## src/rtl/fdat_pkg.sv

```systemverilog
// Shared types and constants for the flow duration alarm timer.
// Holds the register index codes, alert and request codes, and the bundles between modules.
// No dependencies.
`default_nettype none

package fdat_pkg;

  // Millisecond thresholds fit in 26 bits (65535 s); the forced-end sum needs 27.
  localparam int unsigned MsW    = 26;
  localparam int unsigned TotW   = 27;

  // Reciprocal division by 1875 on a 27-bit dividend: q = (n * M) >> 38.
  // Dividing by 32 first and then by 1875 gives the quotient by 60000.
  localparam int unsigned ProdW  = 55;
  localparam int unsigned QuoLsb = 38;
  localparam int unsigned QuoW   = 17;
  localparam logic [27:0] RECIP_1875  = 28'd146601551;
  localparam logic [15:0] MS_PER_MIN  = 16'd60000;
  localparam logic [31:0] WET_GUARD_MS = 32'd1000;

  typedef enum logic [2:0] {
    REG_ALERT_ONE   = 3'd0,
    REG_ALERT_TWO   = 3'd1,
    REG_ALERT_THREE = 3'd2,
    REG_KILLER      = 3'd3,
    REG_KILLER_HOLD = 3'd4,
    REG_IDLE_CLEAR  = 3'd5,
    REG_FLOW_RATE   = 3'd6,
    REG_REMOTE_EN   = 3'd7
  } fdat_reg_t;

  localparam logic [2:0] LVL_NONE   = 3'd0;
  localparam logic [2:0] LVL_ONE    = 3'd1;
  localparam logic [2:0] LVL_TWO    = 3'd2;
  localparam logic [2:0] LVL_THREE  = 3'd3;
  localparam logic [2:0] LVL_KILLER = 3'd4;
  localparam logic [2:0] LVL_FORCE  = 3'd5;

  localparam logic [1:0] REQ_NONE = 2'd0;
  localparam logic [1:0] REQ_ON   = 2'd1;
  localparam logic [1:0] REQ_OFF  = 2'd2;

  // Configuration as the tick logic sees it, thresholds already in milliseconds.
  typedef struct packed {
    logic [MsW-1:0]  alert_one_ms;
    logic [MsW-1:0]  alert_two_ms;
    logic [MsW-1:0]  alert_three_ms;
    logic [MsW-1:0]  killer_ms;
    logic [TotW-1:0] force_ms;
    logic [MsW-1:0]  hold_ms;
    logic [MsW-1:0]  idle_ms;
    logic [15:0]     flow_rate;
    logic            remote_en;
  } fdat_cfg_t;

  // Per-word flags that travel alongside the volume computation.
  typedef struct packed {
    logic       started;
    logic       ended;
    logic [2:0] level;
    logic [1:0] req;
  } fdat_tick_t;

  // Load enables of the volume stages.
  typedef struct packed {
    logic s2;
    logic s3;
    logic s4;
    logic s5;
    logic s6;
  } fdat_adv_t;

  function automatic logic [TotW-1:0] sec_to_ms(input logic [16:0] secs);
    sec_to_ms = {10'd0, secs} * 27'd1000;
  endfunction

endpackage

`default_nettype wire

```

## src/rtl/fdat_cfg.sv

```systemverilog
// Configuration register file of the flow duration alarm timer.
// Stores the thresholds pre-scaled to milliseconds; depends on fdat_pkg.
`default_nettype none

module fdat_cfg import fdat_pkg::*; (
  input  logic        clk,
  input  logic        rst_n,
  input  logic        cfg_valid,
  output logic        cfg_ready,
  input  logic [2:0]  cfg_index,
  input  logic [15:0] cfg_wdata,
  output fdat_cfg_t   cfg
);

  fdat_cfg_t   cfg_r;
  logic [15:0] killer_s_r;
  logic [15:0] hold_s_r;
  logic        wr_en;

  assign cfg_ready = rst_n;
  assign wr_en     = cfg_valid && cfg_ready;
  assign cfg       = cfg_r;

  always_ff @(posedge clk) begin
    if (!rst_n) begin
      cfg_r.alert_one_ms   <= 26'd20000;
      cfg_r.alert_two_ms   <= 26'd40000;
      cfg_r.alert_three_ms <= 26'd60000;
      cfg_r.killer_ms      <= 26'd120000;
      cfg_r.force_ms       <= 27'd150000;
      cfg_r.hold_ms        <= 26'd30000;
      cfg_r.idle_ms        <= 26'd30000;
      cfg_r.flow_rate      <= 16'd100;
      cfg_r.remote_en      <= 1'b0;
      killer_s_r           <= 16'd120;
      hold_s_r             <= 16'd30;
    end else if (wr_en) begin
      case (fdat_reg_t'(cfg_index))
        REG_ALERT_ONE: begin
          cfg_r.alert_one_ms <= MsW'(sec_to_ms({1'b0, cfg_wdata}));
        end
        REG_ALERT_TWO: begin
          cfg_r.alert_two_ms <= MsW'(sec_to_ms({1'b0, cfg_wdata}));
        end
        REG_ALERT_THREE: begin
          cfg_r.alert_three_ms <= MsW'(sec_to_ms({1'b0, cfg_wdata}));
        end
        REG_KILLER: begin
          killer_s_r      <= cfg_wdata;
          cfg_r.killer_ms <= MsW'(sec_to_ms({1'b0, cfg_wdata}));
          cfg_r.force_ms  <= sec_to_ms({1'b0, cfg_wdata} + {1'b0, hold_s_r});
        end
        REG_KILLER_HOLD: begin
          hold_s_r       <= cfg_wdata;
          cfg_r.hold_ms  <= MsW'(sec_to_ms({1'b0, cfg_wdata}));
          cfg_r.force_ms <= sec_to_ms({1'b0, killer_s_r} + {1'b0, cfg_wdata});
        end
        REG_IDLE_CLEAR: begin
          cfg_r.idle_ms <= MsW'(sec_to_ms({1'b0, cfg_wdata}));
        end
        REG_FLOW_RATE: begin
          cfg_r.flow_rate <= cfg_wdata;
        end
        REG_REMOTE_EN: begin
          cfg_r.remote_en <= cfg_wdata[0];
        end
        default: begin
        end
      endcase
    end
  end

endmodule

`default_nettype wire

```

## src/rtl/fdat_core.sv

```systemverilog
// Per-tick session, run and alarm state of the flow duration alarm timer.
// One word is evaluated per step; depends on fdat_pkg.
`default_nettype none

module fdat_core import fdat_pkg::*; (
  input  logic        clk,
  input  logic        rst_n,
  input  logic        step,
  input  logic [31:0] now_ms,
  input  logic        water_seen,
  input  logic        stop_button,
  input  fdat_cfg_t   cfg,
  output fdat_tick_t  tick_o,
  output logic [31:0] dur_o
);

  logic [31:0] session_start_r, session_start_nxt;
  logic [31:0] run_start_r,     run_start_nxt;
  logic [31:0] last_wet_r,      last_wet_nxt;
  logic        force_pend_r,    force_pend_nxt;
  logic [31:0] on_due_r,        on_due_nxt;
  logic        sw_off_r,        sw_off_nxt;
  fdat_tick_t  tick_r,          tick_nxt;
  logic [31:0] dur_r,           dur_nxt;

  logic [31:0] sess_age;
  logic [31:0] run_age;
  logic [31:0] dry_age;
  logic [31:0] due_at;

  assign sess_age = now_ms - session_start_r;
  assign run_age  = now_ms - run_start_r;
  assign dry_age  = now_ms - last_wet_r;
  assign due_at   = now_ms + {6'd0, cfg.hold_ms};

  always_comb begin
    session_start_nxt = session_start_r;
    run_start_nxt     = run_start_r;
    last_wet_nxt      = water_seen ? now_ms : last_wet_r;
    force_pend_nxt    = force_pend_r;
    on_due_nxt        = on_due_r;
    sw_off_nxt        = sw_off_r;
    tick_nxt          = '{started: 1'b0, ended: 1'b0, level: LVL_NONE, req: REQ_NONE};
    dur_nxt           = '0;

    // Button press or a pending forced end closes an open session.
    if (session_start_r != '0 && (stop_button || force_pend_r)) begin
      dur_nxt        = sess_age;
      tick_nxt.ended = 1'b1;
      if (cfg.remote_en && sw_off_nxt) begin
        sw_off_nxt   = 1'b0;
        tick_nxt.req = REQ_ON;
      end
      session_start_nxt = '0;
      run_start_nxt     = '0;
      force_pend_nxt    = 1'b0;
    end

    // A scheduled switch-on fires once its time has passed.
    if (on_due_r != '0 && now_ms > on_due_r) begin
      on_due_nxt = '0;
      if (cfg.remote_en && sw_off_nxt) begin
        sw_off_nxt   = 1'b0;
        tick_nxt.req = REQ_ON;
      end
    end

    if (session_start_nxt == '0 && water_seen) begin
      session_start_nxt = now_ms;
      tick_nxt.started  = (now_ms != '0);
      if (run_start_nxt == '0) begin
        run_start_nxt = now_ms;
      end
    end else if (session_start_nxt != '0) begin
      // Here the session was open before this word and was not closed above.
      if (!water_seen) begin
        dur_nxt           = sess_age;
        tick_nxt.ended    = 1'b1;
        session_start_nxt = '0;
      end else if (sess_age > WET_GUARD_MS) begin
        if (run_age >= {5'd0, cfg.force_ms}) begin
          force_pend_nxt = 1'b1;
          tick_nxt.level = LVL_FORCE;
        end else if (run_age >= {6'd0, cfg.killer_ms}) begin
          tick_nxt.level = LVL_KILLER;
          if (cfg.remote_en && !sw_off_nxt) begin
            sw_off_nxt   = 1'b1;
            tick_nxt.req = REQ_OFF;
          end
          on_due_nxt = due_at;
        end else if (run_age >= {6'd0, cfg.alert_three_ms}) begin
          tick_nxt.level = LVL_THREE;
        end else if (run_age >= {6'd0, cfg.alert_two_ms}) begin
          tick_nxt.level = LVL_TWO;
        end else if (run_age >= {6'd0, cfg.alert_one_ms}) begin
          tick_nxt.level = LVL_ONE;
        end
      end
    end

    // Only a dry word can clear the run, once the dry time exceeds the idle time.
    if (!water_seen && last_wet_r != '0 && run_start_nxt != '0 &&
        dry_age > {6'd0, cfg.idle_ms}) begin
      run_start_nxt = '0;
    end
  end

  always_ff @(posedge clk) begin
    if (!rst_n) begin
      session_start_r <= '0;
      run_start_r     <= '0;
      last_wet_r      <= '0;
      force_pend_r    <= 1'b0;
      on_due_r        <= '0;
      sw_off_r        <= 1'b1;
    end else if (step) begin
      session_start_r <= session_start_nxt;
      run_start_r     <= run_start_nxt;
      last_wet_r      <= last_wet_nxt;
      force_pend_r    <= force_pend_nxt;
      on_due_r        <= on_due_nxt;
      sw_off_r        <= sw_off_nxt;
    end
  end

  always_ff @(posedge clk) begin
    if (step) begin
      tick_r <= tick_nxt;
      dur_r  <= dur_nxt;
    end
  end

  assign tick_o = tick_r;
  assign dur_o  = dur_r;

endmodule

`default_nettype wire

```

## src/rtl/fdat_vol.sv

```systemverilog
// Volume pipeline: gallons in hundredths = duration * flow / 60000, saturated.
// Splits the duration into whole minutes and a remainder; depends on fdat_pkg.
`default_nettype none

module fdat_vol import fdat_pkg::*; (
  input  logic        clk,
  input  fdat_adv_t   adv,
  input  logic [15:0] flow_rate,
  input  fdat_tick_t  tick_i,
  input  logic [31:0] dur_i,
  output fdat_tick_t  tick_o,
  output logic [31:0] dur_o,
  output logic [31:0] gal_o
);

  fdat_tick_t       tick2_r, tick3_r, tick4_r, tick5_r, tick6_r;
  logic [31:0]      dur2_r, dur3_r, dur4_r, dur5_r, dur6_r;
  logic [ProdW-1:0] prod2_r, prod5_r;
  logic [32:0]      qr3_r, qr4_r, qr5_r;
  logic [31:0]      qsub3_r;
  logic [31:0]      rr4_r;
  logic [31:0]      gal6_r;

  logic [QuoW-1:0]  quo3;
  logic [31:0]      rem_full;
  logic [15:0]      rem4;
  logic [QuoW-1:0]  quo6;
  logic [33:0]      sum6;

  assign quo3     = prod2_r[QuoLsb +: QuoW];
  assign rem_full = dur3_r - qsub3_r;
  assign rem4     = rem_full[15:0];
  assign quo6     = prod5_r[QuoLsb +: QuoW];
  assign sum6     = {1'b0, qr5_r} + 34'(quo6);

  always_ff @(posedge clk) begin
    // Whole minutes of the duration, by reciprocal multiply.
    if (adv.s2) begin
      tick2_r <= tick_i;
      dur2_r  <= dur_i;
      prod2_r <= ProdW'(dur_i[31:5]) * ProdW'(RECIP_1875);
    end
    if (adv.s3) begin
      tick3_r <= tick2_r;
      dur3_r  <= dur2_r;
      qr3_r   <= 33'(quo3) * 33'(flow_rate);
      qsub3_r <= 32'(quo3) * 32'(MS_PER_MIN);
    end
    // Remainder below one minute times the flow rate.
    if (adv.s4) begin
      tick4_r <= tick3_r;
      dur4_r  <= dur3_r;
      qr4_r   <= qr3_r;
      rr4_r   <= 32'(rem4) * 32'(flow_rate);
    end
    if (adv.s5) begin
      tick5_r <= tick4_r;
      dur5_r  <= dur4_r;
      qr5_r   <= qr4_r;
      prod5_r <= ProdW'(rr4_r[31:5]) * ProdW'(RECIP_1875);
    end
    if (adv.s6) begin
      tick6_r <= tick5_r;
      dur6_r  <= dur5_r;
      gal6_r  <= (sum6[33:32] != 2'd0) ? '1 : sum6[31:0];
    end
  end

  assign tick_o = tick6_r;
  assign dur_o  = dur6_r;
  assign gal_o  = gal6_r;

endmodule

`default_nettype wire

```

## src/rtl/flow_duration_alarm_timer.sv

```systemverilog
// Flow duration alarm timer: sessions, alert levels and switch requests per tick word.
// Each accepted word passes the input register, the tick logic stage and the volume
// stages s2 to s6 that give gallons, and is then offered on out_*.
// Throughput: one word per cycle; stalls only back up through the seven-stage pipeline.
// Reset: synchronous active-low rst_n empties the pipeline, clears session state and loads
// the register defaults; the block accepts words on the first cycle after reset.
`default_nettype none

module flow_duration_alarm_timer import fdat_pkg::*; (
  input  logic        clk,
  input  logic        rst_n,
  // Tick words in.
  input  logic        in_valid,
  output logic        in_stall,
  input  logic [31:0] in_now_ms,
  input  logic        in_water_seen,
  input  logic        in_stop_button,
  // Result words out.
  output logic        out_valid,
  input  logic        out_stall,
  output logic        out_session_started,
  output logic        out_session_ended,
  output logic [31:0] out_session_ms,
  output logic [31:0] out_gallons_centi,
  output logic [2:0]  out_alert_level,
  output logic [1:0]  out_switch_request,
  // Register writes.
  input  logic        cfg_valid,
  output logic        cfg_ready,
  input  logic [2:0]  cfg_index,
  input  logic [15:0] cfg_wdata
);

  // Stage 0 is the input register, stage 1 the tick logic output, stages 2 to 6 the
  // volume pipeline; stage 6 drives the output ports.
  localparam int unsigned NumStg = 7;

  logic [NumStg-1:0] vld_r, vld_nxt;
  logic [NumStg:0]   adv;

  logic [31:0] now0_r;
  logic        wet0_r;
  logic        btn0_r;

  fdat_cfg_t   cfg;
  fdat_tick_t  tick1;
  logic [31:0] dur1;
  fdat_tick_t  tick6;
  logic [31:0] dur6;
  logic [31:0] gal6;
  fdat_adv_t   vol_adv;
  logic        step;

  // A stage may load when it is empty or when its word moves on this cycle, so
  // bubbles close up and a waiting result does not block new words behind it.
  always_comb begin
    adv[NumStg] = !out_stall;
    for (int i = NumStg - 1; i >= 0; i--) begin
      adv[i] = !vld_r[i] || adv[i+1];
    end
  end

  always_comb begin
    vld_nxt[0] = adv[0] ? in_valid : vld_r[0];
    for (int i = 1; i < NumStg; i++) begin
      vld_nxt[i] = adv[i] ? vld_r[i-1] : vld_r[i];
    end
  end

  always_ff @(posedge clk) begin
    if (!rst_n) begin
      vld_r <= '0;
    end else begin
      vld_r <= vld_nxt;
    end
  end

  assign in_stall = !rst_n || !adv[0];

  always_ff @(posedge clk) begin
    if (adv[0] && in_valid) begin
      now0_r <= in_now_ms;
      wet0_r <= in_water_seen;
      btn0_r <= in_stop_button;
    end
  end

  // State advances exactly once per word, as the word leaves the input register.
  assign step = adv[1] && vld_r[0];

  assign vol_adv = '{s2: adv[2], s3: adv[3], s4: adv[4], s5: adv[5], s6: adv[6]};

  fdat_cfg u_cfg (
    .clk       (clk),
    .rst_n     (rst_n),
    .cfg_valid (cfg_valid),
    .cfg_ready (cfg_ready),
    .cfg_index (cfg_index),
    .cfg_wdata (cfg_wdata),
    .cfg       (cfg)
  );

  fdat_core u_core (
    .clk         (clk),
    .rst_n       (rst_n),
    .step        (step),
    .now_ms      (now0_r),
    .water_seen  (wet0_r),
    .stop_button (btn0_r),
    .cfg         (cfg),
    .tick_o      (tick1),
    .dur_o       (dur1)
  );

  fdat_vol u_vol (
    .clk       (clk),
    .adv       (vol_adv),
    .flow_rate (cfg.flow_rate),
    .tick_i    (tick1),
    .dur_i     (dur1),
    .tick_o    (tick6),
    .dur_o     (dur6),
    .gal_o     (gal6)
  );

  assign out_valid           = vld_r[NumStg-1];
  assign out_session_started = tick6.started;
  assign out_session_ended   = tick6.ended;
  assign out_session_ms      = dur6;
  assign out_gallons_centi   = gal6;
  assign out_alert_level     = tick6.level;
  assign out_switch_request  = tick6.req;

  // A word that closes no session carries zero duration and zero volume.
  a_no_close_zero: assert property (@(posedge clk) disable iff (!rst_n)
    out_valid && !out_session_ended |-> out_session_ms == '0 && out_gallons_centi == '0)
    else $error("duration or volume reported without a session end");

  // Levels are only evaluated on an open, wet session, which cannot also close.
  a_level_no_close: assert property (@(posedge clk) disable iff (!rst_n)
    out_valid && out_alert_level != LVL_NONE |-> !out_session_ended)
    else $error("alert level reported on a closing word");

  // An off request only comes from the killer level.
  a_off_killer: assert property (@(posedge clk) disable iff (!rst_n)
    out_valid && out_switch_request == REQ_OFF |-> out_alert_level == LVL_KILLER)
    else $error("off request without killer level");

  // The input side is held off only while the input register is occupied.
  a_stall_full: assert property (@(posedge clk) disable iff (!rst_n)
    in_stall |-> vld_r[0])
    else $error("input stalled with an empty input register");

endmodule

`default_nettype wire

```

## config.mk

```make
export PLATFORM = sky130hd
export DESIGN_NAME = flow_duration_alarm_timer
export DESIGN_NICKNAME = d
export VERILOG_FILES = /design/src/rtl/fdat_pkg.sv /design/src/rtl/fdat_cfg.sv /design/src/rtl/fdat_core.sv /design/src/rtl/fdat_vol.sv /design/src/rtl/flow_duration_alarm_timer.sv
export SDC_FILE = /design/constraint.sdc
export NUM_CORES = 2
export LEC_CHECK = 0
export ABC_AREA = 1
export BUFFER_PORTS_ARGS = -buffer_cell sky130_fd_sc_hd__buf_2
export CAP_MARGIN = 20
export CORE_MARGIN = 5
export CORE_UTILIZATION = 40
export DETAILED_ROUTE_END_ITERATION = 10
export GPL_ROUTABILITY_DRIVEN = 1
export PLACE_DENSITY_LB_ADDON = 0.1
export SYNTH_ARGS = -nofsm -noshare
export SYNTH_HDL_FRONTEND = slang
export SYNTH_HIERARCHICAL = 1
export SYNTH_SLANG_ARGS = --single-unit
```

## constraint.sdc

```tcl
create_clock -name clk -period 7.6 [get_ports clk]
set_input_delay 0.76 -clock clk [delete_from_list [all_inputs] [get_ports clk]]
set_output_delay 0.76 -clock clk [all_outputs]
set_load 0.02 [all_outputs]
```

==> reports/qor.csv <==
metric,value,unit
outcome,"finished, final reports clean",
Slew @ Worst Pin,1.22,ns
Inserted Clock Buffers,103,
CTS tree,yes,
Worst-path clk slew,0.07,ns
global-route wire length before repair,518,mm
met2 routed WL,158,mm
Die Y,512,µm
worst endpoint required time,8.10,ns
CTS sink cnt,815,
DR top layer,met5,
synth top area cells,"fa_1 23%, ha_1 16%, edfxtp_1 14%",
Synth Cell Area,101000,µm²
Final Hold Vio Count,0,
Netlist cell types,74,
Die Footprint,262000,µm²
proportion of layout cells with a drive suffix above 1,5.78,%
count of final max-slew check failures,0,
"Worst Setup Slack, final",0.452,ns
CP Launch Type,flip-flop,
post-synthesis cell count,12400,
Slowest Stage Delay on Critical Path,0.55,ns
Total GRT Usage,25.8,%
RSZ-0062 raised after global routing,false,
relative slew slack,17.9,%
clock skew,0.0591,ns
area grow syn2layout,8.52,%
Synth Flop Type,edfxtp_1,
origin of the worst min-delay path,in_now_ms[13],
Core Area,251000,µm²
Yosys warnings,6,
Post CTS Setup Buffer Count,0,
Nets,15100,
# fillers,25300,
DRT Pass-1 Iters,8,
sum of negative setup slack,0,ns
global placer's final weighted congestion,0.978,
minimum clock period,7.15,ns
clock root cell,clkbuf_16,
area fraction of the dominant cell type after synthesis,22.9,%
worst-path fanout max,10,
Synth Area per Inst,8.13,µm²
max-cap violation count,0,
initial antenna violation count,9,
Die Wd,512,µm
critical path endpoint category,flip-flop,
FF-to-FF Start,u_vol/dur3_r[5]$_DFFE_PP_,
dpl ws,0.377,ns
PortBufs,131,
worst hold path type,in2reg,
drt drc,0,
"antenna viol nets, final",0,
post-DR wirelength/cell,21.5,µm
# IOs,132,
Post-CTS Resized,0,
M1 wire length,158,mm
Total Wirelength,344,mm
slowest CP cell,fa_1,
drt initial violations,6182,
cell row count,184,
WL met3,17.6,mm
Crit. Startpoint,u_vol/dur3_r[5]$_DFFE_PP_,
Setup CP Type,reg2reg,
CP arrival,7.65,ns
Longest Clk Path Bufs,3,
H-Tree Depth,3,
"Seq/Total Area, Yosys",20.9,%
fmax,140,MHz
largest net degree at the start of global routing,76,
"FF+latch count, synth",815,
hold-fix buffer count after cts,0,
Post-synth EDFFs,471,
DR vias,81700,
Post-DP HPWL,290,mm
Async SR Flop Fraction,0,%
Initial Util,40.1,%
"Clk Latency, worst-skew pair",0.78,ns
vias in the first global route,83000,
drt via density,5.11,
Finish-stage setup viols,0,
leading area contributor after synthesis,fa_1,
gr ovfl total,0,
Final Cycle Share,94.1,%
placed cells by master (no fill, tap or decap), drive strengths merged, types with 5 or more instances in the layout:
cell	n
inv	2826
nand2	2539
ha	1292
fa	1151
nor2	970
a21oi	727
nand3	491
edfxtp	471
o21ai	404
dfxtp	344
buf	297
xor2	167
nand4	149
clkbuf	127
nor3	110
xnor2	91
o21bai	58
clkinv	46
a21o	39
or2	37
o22ai	32
nand3b	30
o21a	27
a31oi	26
o211ai	26
nor4	25
a21boi	24
conb	21
a211oi	15
bufinv	12
o31ai	12
clkinvlp	11
o41ai	7
and2	6
nor3b	5
critical path, delay by kind of cell, from the launching register on:
kind / cells / cell delay [ns]
fa+ha+maj: 9 / 3.92
simple gates: 10 / 1.12
compound gates: 4 / 0.99
buf+inv: 6 / 0.45
flops: 1 / 0.39
cells in the mapped netlist, drive strengths merged (3+ instances only):
| cell | instances |
|---|---|
| a211oi | 15 |
| a21boi | 24 |
| a21o | 39 |
| a21oi | 727 |
| a31oi | 26 |
| and2 | 6 |
| buf | 87 |
| clkbuf | 180 |
| clkinv | 10 |
| dfxtp | 344 |
| edfxtp | 471 |
| fa | 1151 |
| ha | 1292 |
| inv | 2820 |
| nand2 | 2539 |
| nand3 | 491 |
| nand3b | 30 |
| nand4 | 149 |
| nor2 | 970 |
| nor3 | 110 |
| nor3b | 5 |
| nor4 | 25 |
| o211ai | 26 |
| o21a | 27 |
| o21ai | 404 |
| o21bai | 58 |
| o221a | 3 |
| o221ai | 4 |
| o22ai | 32 |
| o31ai | 12 |
| o41ai | 7 |
| or2 | 37 |
| xnor2 | 91 |
| xor2 | 167 |
cell families (layout without fill, tap and decap cells):
family                     count (synthesis)  after routing  share of synthesized area (%)
xor gates and xnor gates                 258            258                           2.33
DFF                                      815            815                           20.9
buffers and inverters                   3097           3319                           11.8
AOI/OAI and AO/OA                       1416           1416                           7.86
and+or+nand+nor                         4367           4367                           18.2
other                                      1             25                        0.00372
adders and majority gates               2443           2443                           38.9
path summary, 6_finish.rpt:
check / endpoint / slack, ns / depth (start not counted)
worst max-delay path: u_vol/rr4_r[30]$_DFFE_PP_ / 0.45 / 29
worst min-delay path: now0_r[13]$_DFFE_PP_ / 0.17 / 1
worst max register to register: u_vol/rr4_r[30]$_DFFE_PP_ / 0.45 / 29
worst min register to register: u_vol/qr4_r[13]$_DFFE_PP_ / 0.41 / 0
state kept, by name (all words and copies together), names as in the netlist, 11 cells and up:
register / flops
u_vol/qr4_r: 33
u_vol/prod5_r: 17
u_vol/prod2_r: 17
u_vol/dur_o: 32
u_core/last_wet_r: 32
u_vol/qsub3_r: 11
u_cfg/hold_s_r: 16
u_vol/dur2_r: 32
u_core/on_due_r: 32
u_vol/dur4_r: 32
u_vol/rr4_r: 27
u_cfg/cfg: 175
u_vol/qr3_r: 33
u_cfg/killer_s_r: 16
u_vol/dur5_r: 32
u_vol/gal_o: 32
u_core/dur_o: 32
u_core/run_start_r: 32
u_vol/qr5_r: 33
now0_r: 32
u_vol/dur3_r: 32
u_core/session_start_r: 32
area by class of cell:
class / instances / area (µm²) / share of cell area, %
diodes: 4 / 10.0 / 0.00915
clock buffers: 127 / 2810 / 2.57
clock inverters: 65 / 766 / 0.700
inverters: 2830 / 10600 / 9.72
multi-input cells: 8505 / 68000 / 62.2
flip-flops and latches: 815 / 21000 / 19.2
well taps: 3348 / 4190 / 3.83
repair buffers: 297 / 1970 / 1.80
metrics by stage:
step / util, % / cells / cell area [µm²] / hold WS (ns)
6_report: 43.6 / 16000 / 109000 / 0.166
5_1_grt: 43.6 / 16000 / 109000 / 0.117
4_1_cts: 43.5 / 16000 / 109000 / 0.0887
3_5_place_dp: 42.1 / 15800 / 106000 / 0.405
3_3_place_gp: 42.1 / 15800 / 106000 / 0.401
2_1_floorplan: - / 12400 / 101000 / 0.400
per-layer routing:
metal / track usage, % / vias to the layer above
li1: - / 39000
met1: 36.3 / 40100
met2: 42.3 / 2204
met3: 3.19 / 395
met4: 6.40 / 6
met5: 0 / -
Power is not shown: default switching activity piles up to over one toggle a cycle in this logic, so the estimate is an artifact.
